<file path="src/hdl/assert_macros.svh">
// Assertion macros shared by the record delta codec RTL.
// Included by files that carry concurrent assertions; depends on nothing.
`ifndef ASSERT_MACROS_SVH
`define ASSERT_MACROS_SVH

// Property that must hold at every rising clock edge outside reset.
`define ASSERT_AT(label, clk, rst_n, prop, msg) \
  label: assert property (@(posedge clk) disable iff (!rst_n) prop) \
    else $error(msg);

// Condition that must never be true outside reset.
`define ASSERT_NEVER_AT(label, clk, rst_n, cond, msg) \
  `ASSERT_AT(label, clk, rst_n, !(cond), msg)

`endif

</file>
<file path="src/hdl/rdc_pkg.sv">
`timescale 1ns / 1ps
// Package of the record delta codec: transaction structs, codes and constants.
// Used by rdc_front, rdc_back, the top level and the testbench; depends on nothing.
package rdc_pkg;

  localparam int CmdW    = 2;
  localparam int IdxW    = 7;
  localparam int ByteW   = 8;
  localparam int CountW  = 17;
  localparam int KindW   = 3;

  localparam logic [ByteW-1:0]  EndBit    = 8'h80;
  localparam logic [ByteW-1:0]  EmptyMark = 8'hFF;
  localparam logic [IdxW-1:0]   OfsMask   = 7'h7F;
  localparam logic [CountW-1:0] BufReset  = 17'h10000;

  typedef enum logic [CmdW-1:0] {
    CMD_ENCODE = 2'd0,
    CMD_DECODE = 2'd1,
    CMD_READ   = 2'd2,
    CMD_NONE   = 2'd3
  } cmd_e;

  typedef enum logic [KindW-1:0] {
    KIND_RAW   = 3'd0,
    KIND_PAIR  = 3'd1,
    KIND_EMPTY = 3'd2,
    KIND_EVENT = 3'd3,
    KIND_READ  = 3'd4
  } kind_e;

  typedef enum logic [1:0] {
    OP_ENCODE = 2'd0,
    OP_DECODE = 2'd1,
    OP_READ   = 2'd2
  } op_e;

  typedef struct packed {
    logic [CmdW-1:0]  cmd;
    logic [IdxW-1:0]  byte_index;
    logic [ByteW-1:0] data_byte;
  } in_t;

  typedef struct packed {
    logic [KindW-1:0] kind;
    logic [ByteW-1:0] header_byte;
    logic [ByteW-1:0] payload_byte;
    logic [IdxW-1:0]  record_offset;
    logic [ByteW-1:0] record_value;
    logic             wrote_byte;
    logic             frame_end;
    logic             last_result;
  } out_t;

  typedef struct packed {
    op_e              op;
    logic [IdxW-1:0]  byte_index;
    logic [ByteW-1:0] data_byte;
    logic             in_range;
    logic             is_last;
  } item_t;

  typedef struct packed {
    logic first_frame_done;
    logic pending_valid;
    logic await_payload;
  } status_t;

endpackage

</file>
<file path="src/hdl/rdc_ram.sv">
`timescale 1ns / 1ps
// Generic single-write, single-read RAM with registered read data.
// Stands alone; used for the record store.
module rdc_ram #(
  parameter int WIDTH = 8,
  parameter int DEPTH = 64
) (
  input  logic                                   clk_i,
  input  logic                                   we_i,
  input  logic [((DEPTH > 1) ? $clog2(DEPTH) : 1)-1:0] waddr_i,
  input  logic [WIDTH-1:0]                       wdata_i,
  input  logic                                   re_i,
  input  logic [((DEPTH > 1) ? $clog2(DEPTH) : 1)-1:0] raddr_i,
  output logic [WIDTH-1:0]                       rdata_o
);

  logic [WIDTH-1:0] mem_q [DEPTH];
  logic [WIDTH-1:0] rdata_q;

  always_ff @(posedge clk_i) begin
    if (we_i) begin
      mem_q[waddr_i] <= wdata_i;
    end
    if (re_i) begin
      rdata_q <= mem_q[raddr_i];
    end
  end

  assign rdata_o = rdata_q;

endmodule

</file>
<file path="src/hdl/rdc_fifo.sv">
`timescale 1ns / 1ps
// Small register queue between the codec front and back parts.
// Stands alone; carries packed transactions of any width.
module rdc_fifo #(
  parameter int WIDTH = 8,
  parameter int DEPTH = 2
) (
  input  logic             clk_i,
  input  logic             rst_ni,
  input  logic             push_i,
  input  logic [WIDTH-1:0] data_i,
  output logic             full_o,
  input  logic             pop_i,
  output logic             valid_o,
  output logic [WIDTH-1:0] data_o
);

  localparam int PtrW = (DEPTH > 1) ? $clog2(DEPTH) : 1;
  localparam int CntW = $clog2(DEPTH + 1);
  localparam logic [PtrW-1:0] LastPtr = PtrW'(DEPTH - 1);
  localparam logic [CntW-1:0] FullCnt = CntW'(DEPTH);

  logic [WIDTH-1:0] mem_q [DEPTH];
  logic [PtrW-1:0]  wr_q, wr_d, rd_q, rd_d;
  logic [CntW-1:0]  cnt_q, cnt_d;
  logic             do_push, do_pop;

  assign full_o  = (cnt_q == FullCnt);
  assign valid_o = (cnt_q != '0);
  assign data_o  = mem_q[rd_q];
  assign do_push = push_i && !full_o;
  assign do_pop  = pop_i && valid_o;

  always_comb begin
    wr_d  = wr_q;
    rd_d  = rd_q;
    cnt_d = cnt_q;
    if (do_push) begin
      wr_d = (wr_q == LastPtr) ? '0 : wr_q + PtrW'(1);
    end
    if (do_pop) begin
      rd_d = (rd_q == LastPtr) ? '0 : rd_q + PtrW'(1);
    end
    if (do_push && !do_pop) begin
      cnt_d = cnt_q + CntW'(1);
    end else if (do_pop && !do_push) begin
      cnt_d = cnt_q - CntW'(1);
    end
  end

  always_ff @(posedge clk_i or negedge rst_ni) begin
    if (!rst_ni) begin
      wr_q  <= '0;
      rd_q  <= '0;
      cnt_q <= '0;
    end else begin
      wr_q  <= wr_d;
      rd_q  <= rd_d;
      cnt_q <= cnt_d;
    end
  end

  always_ff @(posedge clk_i) begin
    if (do_push) begin
      mem_q[wr_q] <= data_i;
    end
  end

endmodule

</file>
<file path="src/hdl/rdc_front.sv">
`timescale 1ns / 1ps
// Front part of the record delta codec: accepts input transactions and classifies them.
// Depends on rdc_pkg; feeds the item queue.
module rdc_front #(
  parameter int RECORD_BYTES = 64
) (
  input  logic          in_valid_i,
  input  rdc_pkg::in_t  in_data_i,
  output logic          in_stall_o,
  input  logic          q_full_i,
  output logic          push_o,
  output rdc_pkg::item_t item_o
);

  localparam logic [rdc_pkg::IdxW-1:0] RecBytesIdx = rdc_pkg::IdxW'(RECORD_BYTES);
  localparam logic [rdc_pkg::IdxW-1:0] LastIdx     = rdc_pkg::IdxW'(RECORD_BYTES - 1);

  logic in_range;
  logic keep;

  assign in_range   = (in_data_i.byte_index < RecBytesIdx);
  assign in_stall_o = q_full_i;

  always_comb begin
    keep           = 1'b0;
    item_o.op      = rdc_pkg::OP_READ;
    case (rdc_pkg::cmd_e'(in_data_i.cmd))
      rdc_pkg::CMD_ENCODE: begin
        item_o.op = rdc_pkg::OP_ENCODE;
        keep      = in_range;
      end
      rdc_pkg::CMD_DECODE: begin
        item_o.op = rdc_pkg::OP_DECODE;
        keep      = 1'b1;
      end
      rdc_pkg::CMD_READ: begin
        item_o.op = rdc_pkg::OP_READ;
        keep      = 1'b1;
      end
      default: begin
        keep = 1'b0;
      end
    endcase
    item_o.byte_index = in_data_i.byte_index;
    item_o.data_byte  = in_data_i.data_byte;
    item_o.in_range   = in_range;
    item_o.is_last    = (in_data_i.byte_index == LastIdx);
  end

  assign push_o = in_valid_i && !q_full_i && keep;

endmodule

</file>
<file path="src/hdl/rdc_back.sv">
`timescale 1ns / 1ps
// Back part of the record delta codec: record store, codec state and result queue.
// Depends on rdc_pkg and rdc_ram; takes items from the front queue.
module rdc_back #(
  parameter int RECORD_BYTES = 64
) (
  input  logic                         clk_i,
  input  logic                         rst_ni,
  input  logic [rdc_pkg::CountW-1:0]   buffer_bytes_i,
  input  logic                         item_valid_i,
  input  rdc_pkg::item_t               item_i,
  output logic                         item_pop_o,
  output logic                         out_valid_o,
  input  logic                         out_stall_i,
  output rdc_pkg::out_t                out_data_o,
  output rdc_pkg::status_t             status_o
);

  localparam int AddrW = (RECORD_BYTES > 1) ? $clog2(RECORD_BYTES) : 1;
  localparam int CountW = rdc_pkg::CountW;
  localparam int IdxW = rdc_pkg::IdxW;
  localparam int ByteW = rdc_pkg::ByteW;
  localparam int OqDepth = 4;
  localparam int OqPtrW = $clog2(OqDepth);
  localparam int OqCntW = $clog2(OqDepth + 1);
  localparam logic [OqCntW-1:0] OqRoomTwo = OqCntW'(OqDepth - 2);
  localparam logic [CountW-1:0] RecBytes = CountW'(RECORD_BYTES);
  localparam logic [IdxW-1:0] RecBytesIdx = IdxW'(RECORD_BYTES);

  function automatic rdc_pkg::out_t mk_out(input rdc_pkg::kind_e kind,
                                           input logic [ByteW-1:0] hdr,
                                           input logic [ByteW-1:0] pay,
                                           input logic [IdxW-1:0] ofs,
                                           input logic [ByteW-1:0] val,
                                           input logic wrote,
                                           input logic fend);
    rdc_pkg::out_t r;
    r.kind          = kind;
    r.header_byte   = hdr;
    r.payload_byte  = pay;
    r.record_offset = ofs;
    r.record_value  = val;
    r.wrote_byte    = wrote;
    r.frame_end     = fend;
    r.last_result   = 1'b0;
    return r;
  endfunction

  logic                 exec_valid_q, exec_valid_d;
  rdc_pkg::item_t       cur_q;
  logic                 byp_hit_q;
  logic [ByteW-1:0]     byp_data_q;
  logic [CountW-1:0]    used_q, used_d;
  logic                 ffd_q, ffd_d;
  logic                 pv_q, pv_d;
  logic [IdxW-1:0]      pofs_q, pofs_d;
  logic [ByteW-1:0]     pval_q, pval_d;
  logic                 await_q, await_d;
  logic [ByteW-1:0]     hh_q, hh_d;

  rdc_pkg::out_t        oq_mem_q [OqDepth];
  logic [OqPtrW-1:0]    oq_wr_q, oq_rd_q;
  logic [OqCntW-1:0]    oq_cnt_q;

  logic                 exec_fire;
  logic                 out_pop;
  logic [ByteW-1:0]     ram_rdata;
  logic [ByteW-1:0]     rd_byte;
  logic                 wr_en;
  logic [AddrW-1:0]     wr_addr;
  logic [ByteW-1:0]     wr_data;
  rdc_pkg::out_t        res_a, res_b;
  logic [1:0]           n_res;
  logic [CountW:0]      used_p1, used_p2, used_p3, buf_ext;
  logic                 fit_pair, fit_mark, fit_mark_after;
  logic                 pv_n;
  logic [IdxW-1:0]      pofs_n, ofs7;
  logic [ByteW-1:0]     pval_n;
  logic                 mark_ok;
  logic                 fend;

  assign exec_fire  = exec_valid_q && (oq_cnt_q <= OqRoomTwo);
  assign item_pop_o = item_valid_i && (!exec_valid_q || exec_fire);
  assign rd_byte    = byp_hit_q ? byp_data_q : ram_rdata;

  assign buf_ext        = {1'b0, buffer_bytes_i};
  assign used_p1        = {1'b0, used_q} + (CountW + 1)'(1);
  assign used_p2        = {1'b0, used_q} + (CountW + 1)'(2);
  assign used_p3        = {1'b0, used_q} + (CountW + 1)'(3);
  assign fit_pair       = (used_p2 < buf_ext);
  assign fit_mark       = (used_p1 < buf_ext);
  assign fit_mark_after = (used_p3 < buf_ext);

  rdc_ram #(
    .WIDTH(ByteW),
    .DEPTH(RECORD_BYTES)
  ) u_store (
    .clk_i  (clk_i),
    .we_i   (exec_fire && wr_en),
    .waddr_i(wr_addr),
    .wdata_i(wr_data),
    .re_i   (item_pop_o),
    .raddr_i(item_i.byte_index[AddrW-1:0]),
    .rdata_o(ram_rdata)
  );

  always_comb begin
    wr_en    = 1'b0;
    wr_addr  = cur_q.byte_index[AddrW-1:0];
    wr_data  = cur_q.data_byte;
    res_a    = '0;
    res_b    = '0;
    n_res    = 2'd0;
    used_d   = used_q;
    ffd_d    = ffd_q;
    pv_d     = pv_q;
    pofs_d   = pofs_q;
    pval_d   = pval_q;
    await_d  = await_q;
    hh_d     = hh_q;
    pv_n     = pv_q;
    pofs_n   = pofs_q;
    pval_n   = pval_q;
    mark_ok  = fit_mark;
    ofs7     = hh_q[IdxW-1:0] & rdc_pkg::OfsMask;
    fend     = 1'b0;
    case (cur_q.op)
      rdc_pkg::OP_ENCODE: begin
        if (!ffd_q) begin
          if (buffer_bytes_i >= RecBytes) begin
            wr_en = 1'b1;
            res_a = mk_out(rdc_pkg::KIND_RAW, cur_q.data_byte, '0, '0, '0, 1'b0, 1'b0);
            n_res = 2'd1;
            if (cur_q.is_last) begin
              used_d = RecBytes;
              ffd_d  = 1'b1;
            end
          end
        end else begin
          if (rd_byte != cur_q.data_byte) begin
            wr_en = 1'b1;
            if (fit_pair) begin
              if (pv_q) begin
                res_a = mk_out(rdc_pkg::KIND_PAIR, {1'b0, pofs_q}, pval_q, '0, '0,
                               1'b0, 1'b0);
                n_res = 2'd1;
              end
              pv_n    = 1'b1;
              pofs_n  = cur_q.byte_index;
              pval_n  = cur_q.data_byte;
              used_d  = used_p2[CountW-1:0];
              mark_ok = fit_mark_after;
            end
          end
          if (cur_q.is_last) begin
            if (pv_n) begin
              if (n_res == 2'd0) begin
                res_a = mk_out(rdc_pkg::KIND_PAIR, {1'b0, pofs_n} | rdc_pkg::EndBit, pval_n,
                               '0, '0, 1'b0, 1'b0);
              end else begin
                res_b = mk_out(rdc_pkg::KIND_PAIR, {1'b0, pofs_n} | rdc_pkg::EndBit, pval_n,
                               '0, '0, 1'b0, 1'b0);
              end
              n_res = n_res + 2'd1;
              pv_n  = 1'b0;
            end else if (mark_ok) begin
              res_a  = mk_out(rdc_pkg::KIND_EMPTY, rdc_pkg::EmptyMark, '0, '0, '0,
                              1'b0, 1'b0);
              n_res  = 2'd1;
              used_d = used_p1[CountW-1:0];
            end
          end
          pv_d   = pv_n;
          pofs_d = pofs_n;
          pval_d = pval_n;
        end
      end
      rdc_pkg::OP_DECODE: begin
        if (used_q < buffer_bytes_i) begin
          if (!ffd_q) begin
            if (buffer_bytes_i >= RecBytes && used_q < RecBytes) begin
              wr_en   = 1'b1;
              wr_addr = used_q[AddrW-1:0];
              used_d  = used_p1[CountW-1:0];
              fend    = (used_p1[CountW-1:0] == RecBytes);
              if (fend) begin
                ffd_d = 1'b1;
              end
              res_a = mk_out(rdc_pkg::KIND_EVENT, '0, '0, used_q[IdxW-1:0],
                             cur_q.data_byte, 1'b1, fend);
              n_res = 2'd1;
            end
          end else begin
            used_d = used_p1[CountW-1:0];
            if (await_q) begin
              await_d = 1'b0;
              n_res   = 2'd1;
              if (ofs7 < RecBytesIdx) begin
                wr_en   = 1'b1;
                wr_addr = ofs7[AddrW-1:0];
                res_a   = mk_out(rdc_pkg::KIND_EVENT, '0, '0, ofs7, cur_q.data_byte,
                                 1'b1, hh_q[ByteW-1]);
              end else begin
                res_a = mk_out(rdc_pkg::KIND_EVENT, '0, '0, '0, '0, 1'b0, hh_q[ByteW-1]);
              end
            end else if (cur_q.data_byte == rdc_pkg::EmptyMark) begin
              res_a = mk_out(rdc_pkg::KIND_EVENT, '0, '0, '0, '0, 1'b0, 1'b1);
              n_res = 2'd1;
            end else begin
              hh_d    = cur_q.data_byte;
              await_d = 1'b1;
            end
          end
        end
      end
      rdc_pkg::OP_READ: begin
        res_a = mk_out(rdc_pkg::KIND_READ, '0, '0, cur_q.byte_index,
                       cur_q.in_range ? rd_byte : '0, 1'b0, 1'b0);
        n_res = 2'd1;
      end
      default: begin
        n_res = 2'd0;
      end
    endcase
    if (n_res == 2'd1) begin
      res_a.last_result = 1'b1;
    end else if (n_res == 2'd2) begin
      res_b.last_result = 1'b1;
    end
  end

  always_comb begin
    exec_valid_d = exec_valid_q;
    if (item_pop_o) begin
      exec_valid_d = 1'b1;
    end else if (exec_fire) begin
      exec_valid_d = 1'b0;
    end
  end

  assign out_valid_o = (oq_cnt_q != '0);
  assign out_data_o  = oq_mem_q[oq_rd_q];
  assign out_pop     = out_valid_o && !out_stall_i;

  always_ff @(posedge clk_i or negedge rst_ni) begin
    if (!rst_ni) begin
      exec_valid_q <= 1'b0;
      used_q       <= '0;
      ffd_q        <= 1'b0;
      pv_q         <= 1'b0;
      pofs_q       <= '0;
      pval_q       <= '0;
      await_q      <= 1'b0;
      hh_q         <= '0;
      oq_wr_q      <= '0;
      oq_rd_q      <= '0;
      oq_cnt_q     <= '0;
    end else begin
      exec_valid_q <= exec_valid_d;
      if (exec_fire) begin
        used_q  <= used_d;
        ffd_q   <= ffd_d;
        pv_q    <= pv_d;
        pofs_q  <= pofs_d;
        pval_q  <= pval_d;
        await_q <= await_d;
        hh_q    <= hh_d;
        oq_wr_q <= oq_wr_q + OqPtrW'(n_res);
      end
      if (out_pop) begin
        oq_rd_q <= oq_rd_q + OqPtrW'(1);
      end
      oq_cnt_q <= oq_cnt_q + (exec_fire ? OqCntW'(n_res) : '0) - OqCntW'(out_pop);
    end
  end

  always_ff @(posedge clk_i) begin
    if (item_pop_o) begin
      cur_q      <= item_i;
      byp_hit_q  <= exec_fire && wr_en && (wr_addr == item_i.byte_index[AddrW-1:0]);
      byp_data_q <= wr_data;
    end
    if (exec_fire && n_res != 2'd0) begin
      oq_mem_q[oq_wr_q] <= res_a;
    end
    if (exec_fire && n_res == 2'd2) begin
      oq_mem_q[oq_wr_q + OqPtrW'(1)] <= res_b;
    end
  end

  assign status_o.first_frame_done = ffd_q;
  assign status_o.pending_valid    = pv_q;
  assign status_o.await_payload    = await_q;

endmodule

</file>
<file path="src/hdl/record_delta_codec_unit.sv">
`timescale 1ns / 1ps
// Record delta codec top level: one transaction per cycle in unless in_stall_o is set,
// results one per cycle out unless out_stall_i is set. A transaction passes the input
// queue, the registered record store read and compare stage and the result queue; the
// single result port sends the results of a two-result transaction one after the other.
// Reset clears all control state at once; the record store is not cleared.
// Depends on rdc_pkg, rdc_front, rdc_fifo, rdc_back and assert_macros.svh.
`include "assert_macros.svh"
module record_delta_codec_unit #(
  parameter int RECORD_BYTES = 64
) (
  input  logic                       clk_i,
  input  logic                       rst_ni,
  input  logic                       in_valid_i,
  output logic                       in_stall_o,
  input  rdc_pkg::in_t               in_data_i,
  output logic                       out_valid_o,
  input  logic                       out_stall_i,
  output rdc_pkg::out_t              out_data_o,
  input  logic                       cfg_we_i,
  input  logic [rdc_pkg::CountW-1:0] cfg_wdata_i
);

  localparam int ItemW = $bits(rdc_pkg::item_t);

  logic [rdc_pkg::CountW-1:0] buffer_bytes_q;
  logic                       q_full;
  logic                       q_push;
  logic                       q_valid;
  logic                       q_pop;
  rdc_pkg::item_t             front_item;
  rdc_pkg::item_t             back_item;
  logic [ItemW-1:0]           q_rdata;
  rdc_pkg::status_t           stat;
  logic                       ffd_now;
  logic                       pend_now;
  logic                       await_now;

  always_ff @(posedge clk_i or negedge rst_ni) begin
    if (!rst_ni) begin
      buffer_bytes_q <= rdc_pkg::BufReset;
    end else if (cfg_we_i) begin
      buffer_bytes_q <= cfg_wdata_i;
    end
  end

  rdc_front #(
    .RECORD_BYTES(RECORD_BYTES)
  ) u_front (
    .in_valid_i(in_valid_i),
    .in_data_i (in_data_i),
    .in_stall_o(in_stall_o),
    .q_full_i  (q_full),
    .push_o    (q_push),
    .item_o    (front_item)
  );

  rdc_fifo #(
    .WIDTH(ItemW),
    .DEPTH(2)
  ) u_queue (
    .clk_i  (clk_i),
    .rst_ni (rst_ni),
    .push_i (q_push),
    .data_i (front_item),
    .full_o (q_full),
    .pop_i  (q_pop),
    .valid_o(q_valid),
    .data_o (q_rdata)
  );

  assign back_item = rdc_pkg::item_t'(q_rdata);

  rdc_back #(
    .RECORD_BYTES(RECORD_BYTES)
  ) u_back (
    .clk_i         (clk_i),
    .rst_ni        (rst_ni),
    .buffer_bytes_i(buffer_bytes_q),
    .item_valid_i  (q_valid),
    .item_i        (back_item),
    .item_pop_o    (q_pop),
    .out_valid_o   (out_valid_o),
    .out_stall_i   (out_stall_i),
    .out_data_o    (out_data_o),
    .status_o      (stat)
  );

  assign ffd_now   = stat.first_frame_done;
  assign pend_now  = stat.pending_valid;
  assign await_now = stat.await_payload;

  `ASSERT_AT(a_ffd_sticky, clk_i, rst_ni, ffd_now |=> ffd_now, "first frame flag cleared")
  `ASSERT_NEVER_AT(a_pend_early, clk_i, rst_ni, pend_now && !ffd_now, "pair held in raw frame")
  `ASSERT_NEVER_AT(a_await_early, clk_i, rst_ni, await_now && !ffd_now, "header held in raw frame")

endmodule

</file>
<file path="config.mk">
export PLATFORM = sky130hd
export DESIGN_NAME = record_delta_codec_unit
export DESIGN_NICKNAME = d
export VERILOG_FILES = /design/src/hdl/rdc_pkg.sv /design/src/hdl/rdc_ram.sv /design/src/hdl/rdc_fifo.sv /design/src/hdl/rdc_front.sv /design/src/hdl/rdc_back.sv /design/src/hdl/record_delta_codec_unit.sv
export VERILOG_INCLUDE_DIRS = /design/src /design/src/hdl
export SDC_FILE = /design/constraint.sdc
export NUM_CORES = 1
export LEC_CHECK = 0
export ABC_AREA = 1
export BUFFER_PORTS_ARGS = -buffer_cell sky130_fd_sc_hd__buf_2
export CAP_MARGIN = 20
export CORE_MARGIN = 8
export CORE_UTILIZATION = 58
export DETAILED_ROUTE_END_ITERATION = 7
export GPL_TIMING_DRIVEN = 0
export PLACE_DENSITY = 0.83
export SYNTH_ARGS = -nofsm -noshare
export SYNTH_HDL_FRONTEND = slang
export SYNTH_SLANG_ARGS = --single-unit
</file>
<file path="constraint.sdc">
create_clock -name clk_i -period 5.6 [get_ports clk_i]
set_input_delay 0.84 -clock clk_i [delete_from_list [all_inputs] [get_ports clk_i]]
set_output_delay 0.84 -clock clk_i [all_outputs]
set_load 0.01 [all_outputs]
</file>
==> qor.csv <==
stage,metric,value,unit
synth,ys.flop_type,edfxtp_1,
layout,diodes,0,
timing,final.setup.tns,0,ns
timing,setup_viol,0,
synth,yosys_register_bits,806,
routing,vias_per_cell,6.41,
synth,netlist_area,36800,µm²
placement,place.gp.congestion,0.995,
timing,relSlewSlack,25.9,%
worst_setup_path,reg2reg_depth,19,
clock_network,cts-resized-gates,0,
placement,io_buffers,77,
worst_setup_path,critical-path-top-delay-family,simple AND/OR/NAND/NOR gates,
routing,wire_per_inst,24.6,µm
layout,syn_to_final_growth,12.4,%
worst_setup_path,crit_chain,ha_1 > nand2_1 > nor2_2 > nand2_1 > xor2_1 > ha_1 > a21o_1 > nor2_1 > nand3_1 > nand2_1 > nand2_1 > nand2_2 > nand3_2 > nor3_4 > inv_2 > nor2_4 > nand2_1 > clkbuf_1 > nand2_1,
die,dieArea,71700,µm²
clock_network,cts_htree_levels,3,
clock_network,cts_tree,built,
synth,ys_types,54,
routing,drc,2,
synth,netlist_top_cells_area,"edfxtp_1 54%, nor2_1 5.8%, o21ai_0 5.8%, nand2_1 5.4%, dfrtp_1 4.8%",
timing,min_period,5.29,ns
worst_setup_path,path_buf_inv,2,
timing,finalHoldViolations,0,
clock_network,clk-insertion-delay-late,0.66,ns
worst_setup_path,reg2reg_from,u_back.used_q[1],
power,sw_frac_of_total,43.3,%
timing,drv_slew,0,
synth,yosys_warnings,0,
run_status,violations,DRC,
synth,syn_inst,3625,
synth,yosysTopAreaCell,edfxtp_1,
routing,vias,30200,
worst_setup_path,crit_path_start_kind,flop,
clock_network,clkSinkCount,806,
synth,synth_top_area_share,53.7,%
timing,tightest_slew,1.11,ns
worst_setup_path,r2r_slack,0.31,ns
worst_setup_path,worstReg2RegEnd,u_back.oq_mem_q[0][30],
global_route,grt_use_total,31.4,%
routing,firstDrtPassIters,8,
power,p_switching,10600,µW
timing,timing.fmax,189,MHz
synth,async_reset_ff_share,8.93,%
worst_setup_path,cpMaxStageDelayCell,nand2_1,
power,p_int,13800,µW
worst_setup_path,worstSetupEndpointType,flop,
die,dieWidth,268,µm
timing,rsz0062_at_grt,no,
routing,routed_wirelength,116000,µm
routing,drt_iter0_markers,4532,
routing,ant_nets,0,
timing,fin_crit_sh,94.5,%
die,die_h,268,µm
layout,final_area,41300,µm²
layout,layout_commonest_cell,edfxtp_1,
synth,ys_seq_area_share,62.8,%
layout,nets,3909,
power,pwr-share-clk,21.9,%
global_route,grt_pass1_vias,28500,
worst_setup_path,cp-startpoint,u_back.used_q[1],
placement,dpl_cell_area,38800,µm²
power,seq_power_share,35.2,%
clock_network,hold_buffers,0,
synth,syn-mean-instance-area,10.1,µm²
power,irDropWorstVdd,375,µV
die,start_util,58.5,%
timing,fin_skew,0.0551,ns
global_route,grt_max_degree,49,
clock_network,clockBufferDepth,3,
worst_setup_path,crit_top_cell,nand2_1,
die,std_cell_rows,92,
flow_run,drv_cap,0,
worst_setup_path,cp.depth,19,
power,powerDensity,590,nW/µm²
die,core_region_area,62900,µm²
layout,layout_common_cells,"658 x edfxtp_1, 568 x nor2_1, 528 x nand2_1",
synth,mappedNetlistNets,3727,
worst_setup_path,critPathMaxStageDelay,0.78,ns
global_route,grt_antenna_before_repair,0,
worst_setup_path,path_class,flop to flop,
worst_setup_path,cp.arrival,5.53,ns
worst_setup_path,cp_data_required_time,5.84,ns
global_route,grt_pass1_wl,171000,µm
power,comb_power_share,42.9,%
clock_network,cts_buffers,79,
run_status,status,"finished, violations left",
power,p_leak,0.0159,µW
clock_network,post-cts-setup-buffer-count,0,
layout,fillCellCount,4705,
layout,drive_gt1_share,7.62,%
die,ioPinCount,78,
global_route,grt_overflow_total,0,
clock_network,cts.reportedPaths.clkPinSlew,0.06,ns
worst_setup_path,critPathCapture,u_back.oq_mem_q[0][30],
min_path,hold_class,primary input to async pin,
clock_network,root_buffer,clkbuf_16,
synth,synth_edf_count,658,
placement,hpwl,78500,µm
worst_setup_path,path_max_fanout,18,
==> state kept, by name (all words and copies together), names as in the netlist, 11 cells and up <==
name and cells:
u_back.u_store.mem_q 512, u_queue.mem_q 38, buffer_bytes_q 17, u_back.used_q 17, u_back.oq_mem_q 148, u_back.cur_q 11
==> power groups by stage <==
| stage | logic [µW] | registers (µW) | clock network (µW) |
|---|---|---|---|
| 2_1_floorplan | 5870 | 8640 | 0 |
| 3_3_place_gp | 8770 | 9170 | 0 |
| 3_5_place_dp | 9930 | 8660 | 0 |
| 4_1_cts | 10000 | 8550 | 5310 |
| 5_1_grt | 11100 | 8650 | 5550 |
| 6_report | 10500 | 8590 | 5350 |
==> area by class of cell <==
type / count / area, µm² / area share (%)
clock inverter: 49 / 494 / 1.20
multi-input combinational: 2289 / 11600 / 28.1
sequential: 806 / 23100 / 55.8
timing repair buffer: 101 / 943 / 2.28
inverter: 312 / 1170 / 2.84
tap: 846 / 1060 / 2.56
clock buffer: 97 / 2070 / 5.00
buffer: 218 / 890 / 2.15
==> how the worst min path moves through the flow <==
stage                         from                to  cells past startpoint
floorplan           u_back.hh_q[7]    u_back.hh_q[7]                      2
global placement    u_back.hh_q[5]    u_back.hh_q[5]                      2
detailed placement  u_back.hh_q[7]    u_back.hh_q[7]                      2
CTS                         rst_ni  u_back.used_q[2]                      1
global route                rst_ni  u_back.used_q[2]                      1
finish                      rst_ni  u_back.used_q[2]                      1
==> per-stage QoR <==
step / worst slack [ns] / cells / total power (µW) / util [%] / hold WS [ns]
after floorplan: 1.83 / 3625 / 14500 / - / 0.448
after global placement: -0.123 / 4548 / 17900 / 60.8 / 0.476
after detailed placement: 0.436 / 4571 / 18600 / 61.7 / 0.484
after CTS: 0.412 / 4717 / 23900 / 65.8 / 0.116
after global routing: 0.116 / 4718 / 25300 / 65.8 / 0.132
final: 0.310 / 4718 / 24400 / 65.8 / 0.132
==> Yosys cell counts, types with 71 or more instances <==
cell / n
edfxtp_1: 658
nor2_1: 570
nand2_1: 528
o21ai_0: 427
inv_1: 297
clkbuf_1: 173
o22ai_1: 146
a21oi_1: 120
nand3_1: 84
dfxtp_1: 76
o211ai_1: 74
nand4_1: 72
dfrtp_1: 71
==> cells by family after synthesis <==
family / synth area share [%]
AOI/OAI and AO/OA: 14.0
DFF: 62.8
xor gates and xnor gates: 0.762
and+or+nand+nor: 14.5
muxes: 0.276
buffers and inverters: 5.61
adders and majority gates: 2.16
==> per-layer routing <==
layer  vias to the layer above  global-route usage, %  share of wire [%]
met2                      2566                   50.0                 46
li1                      13100                      -                  -
met4                         0                   18.3                6.8
met5                         -                      0                  0
met3                       555                   8.03                 13
met1                     14000                   39.0                 35
==> worst reg2reg max path: stages, from the launching register on <==
cell and delay, ns:
dfrtp_1 0.47, ha_1 0.35, nand2_1 0.18, nor2_2 0.24, nand2_1 0.12, xor2_1 0.39, ha_1 0.34, a21o_1 0.19
nor2_1 0.10, nand3_1 0.10, nand2_1 0.06, nand2_1 0.12, nand2_2 0.12, nand3_2 0.14, nor3_4 0.31, inv_2 0.17
nor2_4 0.17, nand2_1 0.16, clkbuf_1 0.37, nand2_1 0.78
(Power assumes the default switching activity.)
